==> src/rpvt_pkg.sv <==
// ----------------------------------------------------------------------------
// rpvt_pkg
// Shared widths, codes, reset values and handshake structs of the reflector
// position and velocity tracker.
// ----------------------------------------------------------------------------
package rpvt_pkg;

	localparam int unsigned POS_W      = 20;
	localparam int unsigned SPD_W      = 20;
	localparam int unsigned TIME_W     = 32;
	localparam int unsigned SPACE_W    = 16;
	localparam int unsigned CNT_W      = 16;
	localparam int unsigned STRIP_W    = 8;
	localparam int unsigned DEB_W      = 8;
	localparam int unsigned ZONE_W     = 2;
	localparam int unsigned STAT_W     = 2;
	localparam int unsigned CFG_IDX_W  = 8;
	localparam int unsigned CFG_DATA_W = 20;
	localparam int unsigned TDATA_W    = 64;
	localparam int unsigned PROD_W     = 2 * SPACE_W;
	// Spacing times 1000 stays below 2^26.
	localparam int unsigned DIVD_W     = 26;
	localparam int unsigned DIV_CNT_W  = 5;
	localparam int unsigned SUM_W      = PROD_W + 1;

	localparam logic [POS_W-1:0]   POS_MAX     = '1;
	localparam logic [SPD_W-1:0]   SPD_MAX     = '1;
	localparam logic [CNT_W-1:0]   CNT_MAX     = '1;
	localparam logic [POS_W:0]     ZONE_LEN_MM = 21'd4000;
	localparam logic [TIME_W-1:0]  CALC_MIN_MS = 32'd2;
	localparam logic [SPACE_W-1:0] SPEED_SCALE = 16'd1000;

	// Register reset values.
	localparam logic [SPACE_W-1:0] RST_REFL_SPACING = 16'd4000;
	localparam logic [SPACE_W-1:0] RST_STRIP_SPACING = 16'd50;
	localparam logic [POS_W-1:0]   RST_FIRST_REFL   = 20'd5000;
	localparam logic [POS_W-1:0]   RST_ZONE_ONE     = 20'd86000;
	localparam logic [POS_W-1:0]   RST_ZONE_TWO     = 20'd138000;
	localparam logic [POS_W-1:0]   RST_TUNNEL       = 20'd5000;
	localparam logic [POS_W-1:0]   RST_BRAKE        = 20'd176000;
	localparam logic [DEB_W-1:0]   RST_DEBOUNCE     = 8'd20;

	// Register indexes on the configuration port.
	localparam logic [CFG_IDX_W-1:0] REG_REFL_SPACING  = 8'd0;
	localparam logic [CFG_IDX_W-1:0] REG_STRIP_SPACING = 8'd1;
	localparam logic [CFG_IDX_W-1:0] REG_FIRST_REFL    = 8'd2;
	localparam logic [CFG_IDX_W-1:0] REG_ZONE_ONE      = 8'd3;
	localparam logic [CFG_IDX_W-1:0] REG_ZONE_TWO      = 8'd4;
	localparam logic [CFG_IDX_W-1:0] REG_TUNNEL        = 8'd5;
	localparam logic [CFG_IDX_W-1:0] REG_BRAKE         = 8'd6;
	localparam logic [CFG_IDX_W-1:0] REG_DEBOUNCE      = 8'd7;

	localparam logic [ZONE_W-1:0] ZONE_NORMAL = 2'd0;
	localparam logic [ZONE_W-1:0] ZONE_ONE    = 2'd1;
	localparam logic [ZONE_W-1:0] ZONE_TWO    = 2'd2;
	localparam logic [ZONE_W-1:0] ZONE_RSVD   = 2'd3;

	localparam logic [STAT_W-1:0] STAT_READY   = 2'd0;
	localparam logic [STAT_W-1:0] STAT_RUNNING = 2'd1;
	localparam logic [STAT_W-1:0] STAT_BRAKING = 2'd2;

	typedef enum logic [3:0] {
		ST_IDLE,
		ST_CHECK,
		ST_SPD_MUL,
		ST_DIV_INIT,
		ST_DIV,
		ST_SPD_WR,
		ST_POS_MUL,
		ST_POS_ADD,
		ST_ZONE,
		ST_OUT
	} state_t;

	typedef struct packed {
		logic load_item;
		logic reject;
		logic touch_pulse;
		logic cnt_strip;
		logic cnt_refl;
		logic mul_spd;
		logic div_init;
		logic div_step;
		logic spd_load;
		logic mul_pos;
		logic pos_load;
		logic zone_load;
		logic status_load;
		logic out_load;
	} cmd_t;

	typedef struct packed {
		logic func;
		logic bounce;
		logic in_zone;
		logic spd_go;
		logic div_last;
		logic out_full;
	} sts_t;

endpackage

==> src/reflector_position_velocity_tracker_unit.sv <==
// ----------------------------------------------------------------------------
// reflector_position_velocity_tracker_unit
// Tracks vehicle position and speed from timestamped reflector pulses.
// ----------------------------------------------------------------------------
// Input words arrive on s_*: tdata is the millisecond timestamp, tuser is 1
// for a recompute request and 0 for a sensor pulse. One result word per input
// leaves on m_*: tuser is the accepted flag, tdata carries position, speed,
// zone, run status and the reflector count.
// The configuration channel (cfg_*) writes one register per word; it is
// always ready and must only be used while no word is in flight.
// Words are taken one at a time. A rejected pulse or a pulse inside a marker
// zone goes from the check step straight to the output step. A recompute or
// a normal pulse also passes the speed multiply, position multiply, position
// add and zone steps, and the division steps when a new speed is computed:
// the speed divider retires one quotient bit per cycle.
// The result register frees the sequencer, so a new word is accepted while
// the previous result still waits. A stalled receiver holds the sequencer in
// its last step until the result register can be reloaded.
// Reset restores the register defaults, sets the position to the default
// tunnel start and clears all counts, speed, status and timestamps.
// ----------------------------------------------------------------------------
module reflector_position_velocity_tracker_unit (
	input  logic                               clk,
	input  logic                               arst_n,
	input  logic                               cfg_valid,
	output logic                               cfg_ready,
	input  logic [rpvt_pkg::CFG_IDX_W-1:0]     cfg_index,
	input  logic [rpvt_pkg::CFG_DATA_W-1:0]    cfg_data,
	input  logic                               s_tvalid,
	output logic                               s_tready,
	input  logic [rpvt_pkg::TIME_W-1:0]        s_tdata,   // time_ms
	input  logic                               s_tuser,   // func
	output logic                               m_tvalid,
	input  logic                               m_tready,
	// position_mm[19:0], speed_mm_s[39:20], zone[41:40], run_status[43:42],
	// reflectors_seen[59:44], zero fill above
	output logic [rpvt_pkg::TDATA_W-1:0]       m_tdata,
	output logic                               m_tuser    // accepted
);

	rpvt_pkg::cmd_t cmd;
	rpvt_pkg::sts_t sts;

	rpvt_ctrl u_ctrl (
		.clk      (clk),
		.arst_n   (arst_n),
		.s_tvalid (s_tvalid),
		.s_tready (s_tready),
		.cmd      (cmd),
		.sts      (sts)
	);

	rpvt_dp u_dp (
		.clk       (clk),
		.arst_n    (arst_n),
		.cfg_valid (cfg_valid),
		.cfg_ready (cfg_ready),
		.cfg_index (cfg_index),
		.cfg_data  (cfg_data),
		.s_tdata   (s_tdata),
		.s_tuser   (s_tuser),
		.m_tvalid  (m_tvalid),
		.m_tready  (m_tready),
		.m_tdata   (m_tdata),
		.m_tuser   (m_tuser),
		.cmd       (cmd),
		.sts       (sts)
	);

endmodule

==> src/rpvt_ctrl.sv <==
// ----------------------------------------------------------------------------
// rpvt_ctrl
// Sequencer of the tracker: takes one word at a time and steps the datapath
// through debounce, speed division, position and zone update.
// ----------------------------------------------------------------------------
module rpvt_ctrl (
	input  logic            clk,
	input  logic            arst_n,
	input  logic            s_tvalid,
	output logic            s_tready,
	output rpvt_pkg::cmd_t  cmd,
	input  rpvt_pkg::sts_t  sts
);

	rpvt_pkg::state_t state_q;
	rpvt_pkg::state_t state_nxt;
	logic             pulse_q;
	logic             pulse_nxt;

	always_ff @(posedge clk or negedge arst_n) begin
		if (!arst_n) begin
			state_q <= rpvt_pkg::ST_IDLE;
			pulse_q <= 1'b0;
		end else begin
			state_q <= state_nxt;
			pulse_q <= pulse_nxt;
		end
	end

	always_comb begin
		state_nxt = state_q;
		pulse_nxt = pulse_q;
		cmd       = '0;
		s_tready  = 1'b0;
		case (state_q)
			rpvt_pkg::ST_IDLE: begin
				s_tready = 1'b1;
				if (s_tvalid) begin
					cmd.load_item = 1'b1;
					state_nxt     = rpvt_pkg::ST_CHECK;
				end
			end
			rpvt_pkg::ST_CHECK: begin
				pulse_nxt = 1'b0;
				if (sts.func) begin
					state_nxt = rpvt_pkg::ST_SPD_MUL;
				end else if (sts.bounce) begin
					cmd.reject = 1'b1;
					state_nxt  = rpvt_pkg::ST_OUT;
				end else if (sts.in_zone) begin
					// Inside a marker zone a pulse only counts a strip and records its time.
					cmd.touch_pulse = 1'b1;
					cmd.cnt_strip   = 1'b1;
					state_nxt       = rpvt_pkg::ST_OUT;
				end else begin
					cmd.touch_pulse = 1'b1;
					cmd.cnt_refl    = 1'b1;
					pulse_nxt       = 1'b1;
					state_nxt       = rpvt_pkg::ST_SPD_MUL;
				end
			end
			rpvt_pkg::ST_SPD_MUL: begin
				cmd.mul_spd = 1'b1;
				state_nxt   = sts.spd_go ? rpvt_pkg::ST_DIV_INIT : rpvt_pkg::ST_POS_MUL;
			end
			rpvt_pkg::ST_DIV_INIT: begin
				cmd.div_init = 1'b1;
				state_nxt    = rpvt_pkg::ST_DIV;
			end
			rpvt_pkg::ST_DIV: begin
				cmd.div_step = 1'b1;
				if (sts.div_last) begin
					state_nxt = rpvt_pkg::ST_SPD_WR;
				end
			end
			rpvt_pkg::ST_SPD_WR: begin
				cmd.spd_load = 1'b1;
				state_nxt    = rpvt_pkg::ST_POS_MUL;
			end
			rpvt_pkg::ST_POS_MUL: begin
				cmd.mul_pos = 1'b1;
				state_nxt   = rpvt_pkg::ST_POS_ADD;
			end
			rpvt_pkg::ST_POS_ADD: begin
				cmd.pos_load = 1'b1;
				state_nxt    = rpvt_pkg::ST_ZONE;
			end
			rpvt_pkg::ST_ZONE: begin
				cmd.zone_load   = 1'b1;
				cmd.status_load = pulse_q;
				state_nxt       = rpvt_pkg::ST_OUT;
			end
			rpvt_pkg::ST_OUT: begin
				if (!sts.out_full) begin
					cmd.out_load = 1'b1;
					state_nxt    = rpvt_pkg::ST_IDLE;
				end
			end
			default: begin
				state_nxt = rpvt_pkg::ST_IDLE;
			end
		endcase
	end

endmodule

==> src/rpvt_dp.sv <==
// ----------------------------------------------------------------------------
// rpvt_dp
// Datapath of the tracker: configuration registers, tracking state, one
// shared 16x16 multiplier, a radix-2 divider and the output word register.
// ----------------------------------------------------------------------------
module rpvt_dp (
	input  logic                                 clk,
	input  logic                                 arst_n,
	input  logic                                 cfg_valid,
	output logic                                 cfg_ready,
	input  logic [rpvt_pkg::CFG_IDX_W-1:0]       cfg_index,
	input  logic [rpvt_pkg::CFG_DATA_W-1:0]      cfg_data,
	input  logic [rpvt_pkg::TIME_W-1:0]          s_tdata,
	input  logic                                 s_tuser,
	output logic                                 m_tvalid,
	input  logic                                 m_tready,
	output logic [rpvt_pkg::TDATA_W-1:0]         m_tdata,
	output logic                                 m_tuser,
	input  rpvt_pkg::cmd_t                       cmd,
	output rpvt_pkg::sts_t                       sts
);

	// Configuration registers.
	logic [rpvt_pkg::SPACE_W-1:0] refl_spacing_q;
	logic [rpvt_pkg::SPACE_W-1:0] strip_spacing_q;
	logic [rpvt_pkg::POS_W-1:0]   first_refl_q;
	logic [rpvt_pkg::POS_W-1:0]   zone_one_q;
	logic [rpvt_pkg::POS_W-1:0]   zone_two_q;
	logic [rpvt_pkg::POS_W-1:0]   tunnel_q;
	logic [rpvt_pkg::POS_W-1:0]   brake_q;
	logic [rpvt_pkg::DEB_W-1:0]   debounce_q;

	// Tracking state.
	logic [rpvt_pkg::CNT_W-1:0]   refl_total_q;
	logic [rpvt_pkg::POS_W-1:0]   pos_q;
	logic [rpvt_pkg::SPD_W-1:0]   speed_q;
	logic [rpvt_pkg::STAT_W-1:0]  status_q;
	logic [rpvt_pkg::TIME_W-1:0]  last_pulse_q;
	logic [rpvt_pkg::TIME_W-1:0]  last_calc_q;
	logic [rpvt_pkg::ZONE_W-1:0]  zone_q;
	logic [rpvt_pkg::STRIP_W-1:0] strip_total_q;
	logic                         calc_valid_q;

	// Current item and working registers.
	logic                         func_q;
	logic [rpvt_pkg::TIME_W-1:0]  time_q;
	logic                         accept_q;
	logic [rpvt_pkg::PROD_W-1:0]  prod_q;
	logic [rpvt_pkg::TIME_W-1:0]  rem_q;
	logic [rpvt_pkg::DIVD_W-1:0]  quo_q;
	logic [rpvt_pkg::DIV_CNT_W-1:0] div_cnt_q;

	logic                         out_valid_q;
	logic [rpvt_pkg::TDATA_W-1:0] out_data_q;
	logic                         out_user_q;

	logic [rpvt_pkg::TIME_W-1:0]  pulse_dt;
	logic [rpvt_pkg::TIME_W-1:0]  calc_dt;
	logic [rpvt_pkg::SPACE_W-1:0] mul_a;
	logic [rpvt_pkg::SPACE_W-1:0] mul_b;
	logic [rpvt_pkg::TIME_W:0]    trial;
	logic [rpvt_pkg::TIME_W:0]    trial_diff;
	logic                         trial_ge;
	logic [rpvt_pkg::SPD_W-1:0]   speed_sat;
	logic [rpvt_pkg::POS_W-1:0]   pos_base;
	logic [rpvt_pkg::SUM_W-1:0]   pos_sum;
	logic [rpvt_pkg::POS_W-1:0]   pos_next;
	logic [rpvt_pkg::POS_W:0]     zone_one_end;
	logic [rpvt_pkg::POS_W:0]     zone_two_end;
	logic                         in_zone_one;
	logic                         in_zone_two;

	assign cfg_ready = 1'b1;

	always_ff @(posedge clk or negedge arst_n) begin
		if (!arst_n) begin
			refl_spacing_q  <= rpvt_pkg::RST_REFL_SPACING;
			strip_spacing_q <= rpvt_pkg::RST_STRIP_SPACING;
			first_refl_q    <= rpvt_pkg::RST_FIRST_REFL;
			zone_one_q      <= rpvt_pkg::RST_ZONE_ONE;
			zone_two_q      <= rpvt_pkg::RST_ZONE_TWO;
			tunnel_q        <= rpvt_pkg::RST_TUNNEL;
			brake_q         <= rpvt_pkg::RST_BRAKE;
			debounce_q      <= rpvt_pkg::RST_DEBOUNCE;
		end else if (cfg_valid) begin
			case (cfg_index)
				rpvt_pkg::REG_REFL_SPACING:  refl_spacing_q  <= cfg_data[rpvt_pkg::SPACE_W-1:0];
				rpvt_pkg::REG_STRIP_SPACING: strip_spacing_q <= cfg_data[rpvt_pkg::SPACE_W-1:0];
				rpvt_pkg::REG_FIRST_REFL:    first_refl_q    <= cfg_data[rpvt_pkg::POS_W-1:0];
				rpvt_pkg::REG_ZONE_ONE:      zone_one_q      <= cfg_data[rpvt_pkg::POS_W-1:0];
				rpvt_pkg::REG_ZONE_TWO:      zone_two_q      <= cfg_data[rpvt_pkg::POS_W-1:0];
				rpvt_pkg::REG_TUNNEL:        tunnel_q        <= cfg_data[rpvt_pkg::POS_W-1:0];
				rpvt_pkg::REG_BRAKE:         brake_q         <= cfg_data[rpvt_pkg::POS_W-1:0];
				rpvt_pkg::REG_DEBOUNCE:      debounce_q      <= cfg_data[rpvt_pkg::DEB_W-1:0];
				default: begin
				end
			endcase
		end
	end

	assign pulse_dt = time_q - last_pulse_q;
	assign calc_dt  = time_q - last_calc_q;

	// Shared multiplier: spacing times 1000 for speed, count times spacing for position.
	always_comb begin
		if (cmd.mul_spd) begin
			mul_a = (zone_q == rpvt_pkg::ZONE_NORMAL) ? refl_spacing_q : strip_spacing_q;
			mul_b = rpvt_pkg::SPEED_SCALE;
		end else if (zone_q == rpvt_pkg::ZONE_NORMAL) begin
			mul_a = refl_total_q;
			mul_b = refl_spacing_q;
		end else begin
			mul_a = rpvt_pkg::SPACE_W'(strip_total_q);
			mul_b = strip_spacing_q;
		end
	end

	// One quotient bit per cycle; the remainder always stays below the divisor.
	assign trial      = {rem_q, quo_q[rpvt_pkg::DIVD_W-1]};
	assign trial_ge   = trial >= {1'b0, calc_dt};
	assign trial_diff = trial - {1'b0, calc_dt};
	assign speed_sat  = (|quo_q[rpvt_pkg::DIVD_W-1:rpvt_pkg::SPD_W]) ? rpvt_pkg::SPD_MAX
	                    : quo_q[rpvt_pkg::SPD_W-1:0];

	always_comb begin
		case (zone_q)
			rpvt_pkg::ZONE_NORMAL: pos_base = first_refl_q;
			rpvt_pkg::ZONE_ONE:    pos_base = zone_one_q;
			default:               pos_base = zone_two_q;
		endcase
	end

	assign pos_sum  = rpvt_pkg::SUM_W'(pos_base) + rpvt_pkg::SUM_W'(prod_q);
	assign pos_next = (refl_total_q == '0) ? first_refl_q
	                : (|pos_sum[rpvt_pkg::SUM_W-1:rpvt_pkg::POS_W]) ? rpvt_pkg::POS_MAX
	                : pos_sum[rpvt_pkg::POS_W-1:0];

	assign zone_one_end = {1'b0, zone_one_q} + rpvt_pkg::ZONE_LEN_MM;
	assign zone_two_end = {1'b0, zone_two_q} + rpvt_pkg::ZONE_LEN_MM;
	assign in_zone_one  = (pos_q >= zone_one_q) && ({1'b0, pos_q} < zone_one_end);
	assign in_zone_two  = (pos_q >= zone_two_q) && ({1'b0, pos_q} < zone_two_end);

	always_ff @(posedge clk or negedge arst_n) begin
		if (!arst_n) begin
			refl_total_q  <= '0;
			pos_q         <= rpvt_pkg::RST_TUNNEL;
			speed_q       <= '0;
			status_q      <= rpvt_pkg::STAT_READY;
			last_pulse_q  <= '0;
			last_calc_q   <= '0;
			zone_q        <= rpvt_pkg::ZONE_NORMAL;
			strip_total_q <= '0;
			calc_valid_q  <= 1'b0;
		end else begin
			if (cmd.touch_pulse) begin
				last_pulse_q <= time_q;
			end
			if (cmd.cnt_refl && (refl_total_q != rpvt_pkg::CNT_MAX)) begin
				refl_total_q <= refl_total_q + 1'b1;
			end
			if (cmd.spd_load) begin
				speed_q <= speed_sat;
			end
			if (cmd.pos_load) begin
				pos_q <= pos_next;
			end
			if (cmd.cnt_strip) begin
				strip_total_q <= strip_total_q + 1'b1;
			end else if (cmd.zone_load && !in_zone_one && !in_zone_two) begin
				strip_total_q <= '0;
			end
			if (cmd.zone_load) begin
				if (in_zone_one) begin
					zone_q <= rpvt_pkg::ZONE_ONE;
				end else if (in_zone_two) begin
					zone_q <= rpvt_pkg::ZONE_TWO;
				end else begin
					zone_q <= rpvt_pkg::ZONE_NORMAL;
				end
				last_calc_q  <= time_q;
				calc_valid_q <= 1'b1;
			end
			if (cmd.status_load) begin
				if (pos_q >= brake_q) begin
					status_q <= rpvt_pkg::STAT_BRAKING;
				end else if (pos_q > tunnel_q) begin
					status_q <= rpvt_pkg::STAT_RUNNING;
				end
			end
		end
	end

	always_ff @(posedge clk) begin
		if (cmd.load_item) begin
			func_q   <= s_tuser;
			time_q   <= s_tdata;
			accept_q <= 1'b1;
		end else if (cmd.reject) begin
			accept_q <= 1'b0;
		end
		if (cmd.mul_spd || cmd.mul_pos) begin
			prod_q <= rpvt_pkg::PROD_W'(mul_a) * rpvt_pkg::PROD_W'(mul_b);
		end
		if (cmd.div_init) begin
			rem_q     <= '0;
			quo_q     <= prod_q[rpvt_pkg::DIVD_W-1:0];
			div_cnt_q <= '0;
		end else if (cmd.div_step) begin
			rem_q     <= trial_ge ? trial_diff[rpvt_pkg::TIME_W-1:0] : trial[rpvt_pkg::TIME_W-1:0];
			quo_q     <= {quo_q[rpvt_pkg::DIVD_W-2:0], trial_ge};
			div_cnt_q <= div_cnt_q + 1'b1;
		end
	end

	always_ff @(posedge clk or negedge arst_n) begin
		if (!arst_n) begin
			out_valid_q <= 1'b0;
		end else if (cmd.out_load) begin
			out_valid_q <= 1'b1;
		end else if (m_tready) begin
			out_valid_q <= 1'b0;
		end
	end

	always_ff @(posedge clk) begin
		if (cmd.out_load) begin
			out_user_q <= accept_q;
			out_data_q <= {4'b0, refl_total_q, status_q, zone_q, speed_q, pos_q};
		end
	end

	assign m_tvalid = out_valid_q;
	assign m_tdata  = out_data_q;
	assign m_tuser  = out_user_q;

	assign sts.func     = func_q;
	assign sts.bounce   = pulse_dt < rpvt_pkg::TIME_W'(debounce_q);
	assign sts.in_zone  = zone_q != rpvt_pkg::ZONE_NORMAL;
	assign sts.spd_go   = calc_valid_q && (calc_dt >= rpvt_pkg::CALC_MIN_MS);
	assign sts.div_last = div_cnt_q == rpvt_pkg::DIV_CNT_W'(rpvt_pkg::DIVD_W - 1);
	assign sts.out_full = out_valid_q && !m_tready;

`ifndef SYNTHESIS
	a_zone_code: assert property (@(posedge clk) disable iff (!arst_n)
		zone_q != rpvt_pkg::ZONE_RSVD)
		else $error("zone register holds an unused code");

	a_strip_normal: assert property (@(posedge clk) disable iff (!arst_n)
		(zone_q == rpvt_pkg::ZONE_NORMAL) |-> (strip_total_q == '0))
		else $error("strip count nonzero outside a marker zone");

	a_div_rem: assert property (@(posedge clk) disable iff (!arst_n)
		cmd.div_step |-> (rem_q < calc_dt))
		else $error("divider remainder not below divisor");

	a_speed_hold: assert property (@(posedge clk) disable iff (!arst_n)
		!cmd.spd_load |=> $stable(speed_q))
		else $error("speed changed without a speed update");
`endif

endmodule
==> config.mk <==
export PLATFORM = sky130hd
export DESIGN_NAME = reflector_position_velocity_tracker_unit
export DESIGN_NICKNAME = d
export VERILOG_FILES = /design/src/rpvt_pkg.sv /design/src/reflector_position_velocity_tracker_unit.sv /design/src/rpvt_ctrl.sv /design/src/rpvt_dp.sv
export SDC_FILE = /design/constraint.sdc
export NUM_CORES = 2
export LEC_CHECK = 0
export BUFFER_PORTS_ARGS = -buffer_cell sky130_fd_sc_hd__clkbuf_2
export CAP_MARGIN = 5
export CORE_ASPECT_RATIO = 1.2
export CORE_UTILIZATION = 45
export DETAILED_ROUTE_END_ITERATION = 10
export PLACE_DENSITY_LB_ADDON = 0.08
export SYNTH_ARGS = -nofsm -noshare
export SYNTH_HDL_FRONTEND = slang
export SYNTH_SLANG_ARGS = --single-unit
export TNS_END_PERCENT = 20
==> constraint.sdc <==
create_clock -name clk -period 23.3 [get_ports clk]
set_input_delay 3.495 -clock clk [delete_from_list [all_inputs] [get_ports clk]]
set_output_delay 3.495 -clock clk [all_outputs]
set_load 0.02 [all_outputs]
==> results.toml <==
[outcome]
status = "complete, no violations"

[clocking]
cts_max_level = 2
clock_latency_ns = 0.65
cts_hold_buffers = 0
tritoncts = "yes"
clk_pin_slew_ns = 0.07
cts.sinks = 469
cts_setup_buffers = 0
cts_root_buf = "clkbuf_16"
cts-buffers-inserted = 54
cts_resized = 0
clockBufferDepth = 3

[global_route]
antenna_found_initial = 2
grt_pass1_vias = 29100
grt_max_degree = 139
overflow = 0
grt_util_all_layers_pct = 26.63
grt_pass1_wl_mm = 172.6

[finish]
antennaDiodeCount = 0
fin_nets = 4703
final_cell_mix = "537 x nand2_1, 428 x inv_1, 342 x ha_1"
drive_gt1_share_pct = 11.54
areaGrowthSynthToFinish_pct = 9.562
final_common_cell = "nand2_1"

[die]
fp.dieH_um = 317.9
die_x_um = 265.2
start_util_pct = 45.54
dieArea_mm2 = 0.08430
core_area_mm2 = 0.08216
num_rows = 115
io_pins = 134

[critical_path]
worstSetupStartpointType = "flop"
crit_arrival_ns = 9.12
end_kind = "flop"
crit_path_max_fanout = 31
required_ns = 23.68
worst-setup-path-type = "reg2reg"

[power]
p_sw_mw = 2.213
ir_drop_uv = 65.61
p_leak_nw = 18.55
pwr-share-comb_pct = 54.4
power_density_mw_per_mm2 = 116.2
clockPowerShare_pct = 18.5
switching_share_pct = 46.46
p_int_mw = 2.550
sequentialPowerShare_pct = 27.1

[drt]
avgViaCountPerCell = 5.568
drtAntennaViolNets = 0
wire_per_inst_um = 21.14
vias = 29250
first_iter_violations = 1807
drcViolationCount = 0
wl_mm = 111.1
firstDrtPassIters = 7

[timing]
tightest_slew_ns = 1.092
period_share_pct = 37.54
rsz0062_at_grt = "false"
hold_viol = 0
clock_skew_ns = 0.04052
finalMaxSlewViolations = 0
slew-limit-headroom_pct = 27.05
fin_crit_ns = 8.746
finalSetupViolations = 0
fin_ws_ns = 14.55
max_freq_ghz = 0.1143
setup_tns_ns = 0

[synth]
synthCells = 4032
synth_cell_type_count = 97
synth_area_per_cell_um2 = 9.279
synth_edf_count = 152
synth-seq-area-share_pct = 33.06
ys_top_cells_by_area = "dfrtp_1 15%, edfxtp_1 12%, ha_1 11%, fa_1 11%, nand2_1 5.4%"
synth_ff_type = "dfrtp_1"
synth_area_mm2 = 0.03741
synth_warnings = 0
synth-seq-cells = 469
synth_top_area_cell = "dfrtp_1"
synth_top_area_share_pct = 15.32
async_flop_share_pct = 59.49

[job]
maxCapViolations = 0

[hold_path]
hold_class = "reg2reg"

[placement]
dp_hpwl_mm = 86.76
io_buffers = 128
pre_cts_slack_ns = 14.61
gp_congestion = 0.9320
-- cells by family after synthesis --
| family | share of synthesized area [%] |
|---|---|
| AOI/OAI and AO/OA | 14.10 |
| xor gates and xnor gates | 3.371 |
| adders and majority gates | 22.03 |
| buffers and inverters | 5.993 |
| DFF | 33.06 |
| muxes | 5.729 |
| other | 0.02007 |
| and+or+nand+nor | 15.69 |
-- power groups by stage --
stage / Sequential (mW) / Combinational [mW] / Clock, mW
floorplan: 1.20 / 1.92 / 0
global placement: 1.31 / 2.57 / 0
detailed placement: 1.31 / 2.57 / 0
CTS: 1.29 / 2.59 / 0.902
global route: 1.31 / 2.90 / 0.935
finish: 1.29 / 2.59 / 0.881
-- metal layers --
metal	part of all wire [%]	GRT usage, %	wire length [µm]
met1	42	33.36	46680
met2	50	46.61	55480
met3	3.7	2.865	4111
met4	4.3	10.78	4798
met5	0.019	0	21
-- registers in the layout, indices dropped and copies added, names as in the netlist, 26 cells and up --
register,cells
u_dp.prod_q,32
u_dp.time_q,32
u_dp.quo_q,26
u_dp.m_tdata,60
u_dp.last_pulse_q,32
u_dp.last_calc_q,32
u_dp.rem_q,32
-- final timing paths --
check                      slack, ns                                 to  depth (start not counted)                    startpoint
hold reg to reg                 0.45         u_dp.m_tdata[32]$_DFFE_PP_                          0  u_dp.speed_q[12]$_DFFE_PN0P_
hold / removal                  0.45         u_dp.m_tdata[32]$_DFFE_PP_                          0  u_dp.speed_q[12]$_DFFE_PN0P_
setup / recovery               14.55          u_dp.prod_q[31]$_DFFE_PP_                         27    u_dp.zone_q[0]$_DFFE_PN0P_
min in group asynchronous       2.85  u_dp.last_pulse_q[19]$_DFFE_PN0P_                          1                        arst_n
setup reg to reg               14.55          u_dp.prod_q[31]$_DFFE_PP_                         27    u_dp.zone_q[0]$_DFFE_PN0P_
max in group asynchronous      19.02    u_dp.zone_one_q[17]$_DFFE_PN0P_                          2                        arst_n
-- synth_stat cells, drive strengths merged (8+ instances only) --
cell	n
nand2	539
inv	428
ha	342
o21ai	297
nor2	266
dfrtp	229
a21oi	198
fa	198
edfxtp	152
mux2	129
clkbuf	116
xnor2	96
a21o	72
mux2i	69
nand3	69
nand4	58
nor3	56
dfstp	50
and2	49
xor2	48
o21a	40
dfxtp	38
nor2b	38
buf	36
nand2b	33
or3	32
a211oi	28
and3	25
nor4	21
o211ai	21
or2	20
a21boi	19
o31ai	15
a31oi	13
o22ai	13
o2111ai	12
a2111oi	11
a211o	11
nand3b	11
o21bai	11
and4	9
a311oi	8
or4	8
-- final cells by class --
type / count / area (µm²)
fillers: 7849 / 41170
multi-input cells: 2986 / 22880
flip-flops and latches: 469 / 12370
inverters: 428 / 1607
clock buffers: 71 / 1526
well taps: 1111 / 1390
repair buffers: 158 / 888.4
clock inverters: 31 / 325.3
-- critical path, cell delays in order, from the launching register on --
cell and delay [ns]:
dfrtp_1 0.33, buf_4 0.40, or2_2 0.19, buf_4 0.45
mux2i_1 0.33, nor2_1 0.79, nand2_1 0.16, fa_1 0.53
fa_1 0.46, fa_1 0.52, inv_1 0.05, fa_1 0.47
fa_1 0.55, inv_1 0.06, fa_1 0.52, inv_1 0.04
ha_1 0.32, and2_1 0.20, a221oi_1 0.38, o21ai_0 0.15
a21oi_1 0.29, nand2b_1 0.20, a21oi_1 0.13, a41o_1 0.30
nor2b_1 0.19, nor2_1 0.08, a211oi_1 0.26, xnor2_1 0.10
-- stage by stage --
step | cell area [µm²] | instances | util [%] | hold WS, ns | power, mW
after global routing | 40990 | 5254 | 49.89 | 0.4624 | 5.146
after detailed placement | 39140 | 5152 | 47.64 | 0.4305 | 3.880
after global placement | 39140 | 5152 | 47.64 | 0.4256 | 3.874
after floorplan | 37420 | 4035 | - | 0.4090 | 3.125
final | 40990 | 5254 | 49.89 | 0.4520 | 4.763
after CTS | 40990 | 5254 | 49.89 | 0.4485 | 4.787
No activity file was read; power rests on OpenSTA's default activity.
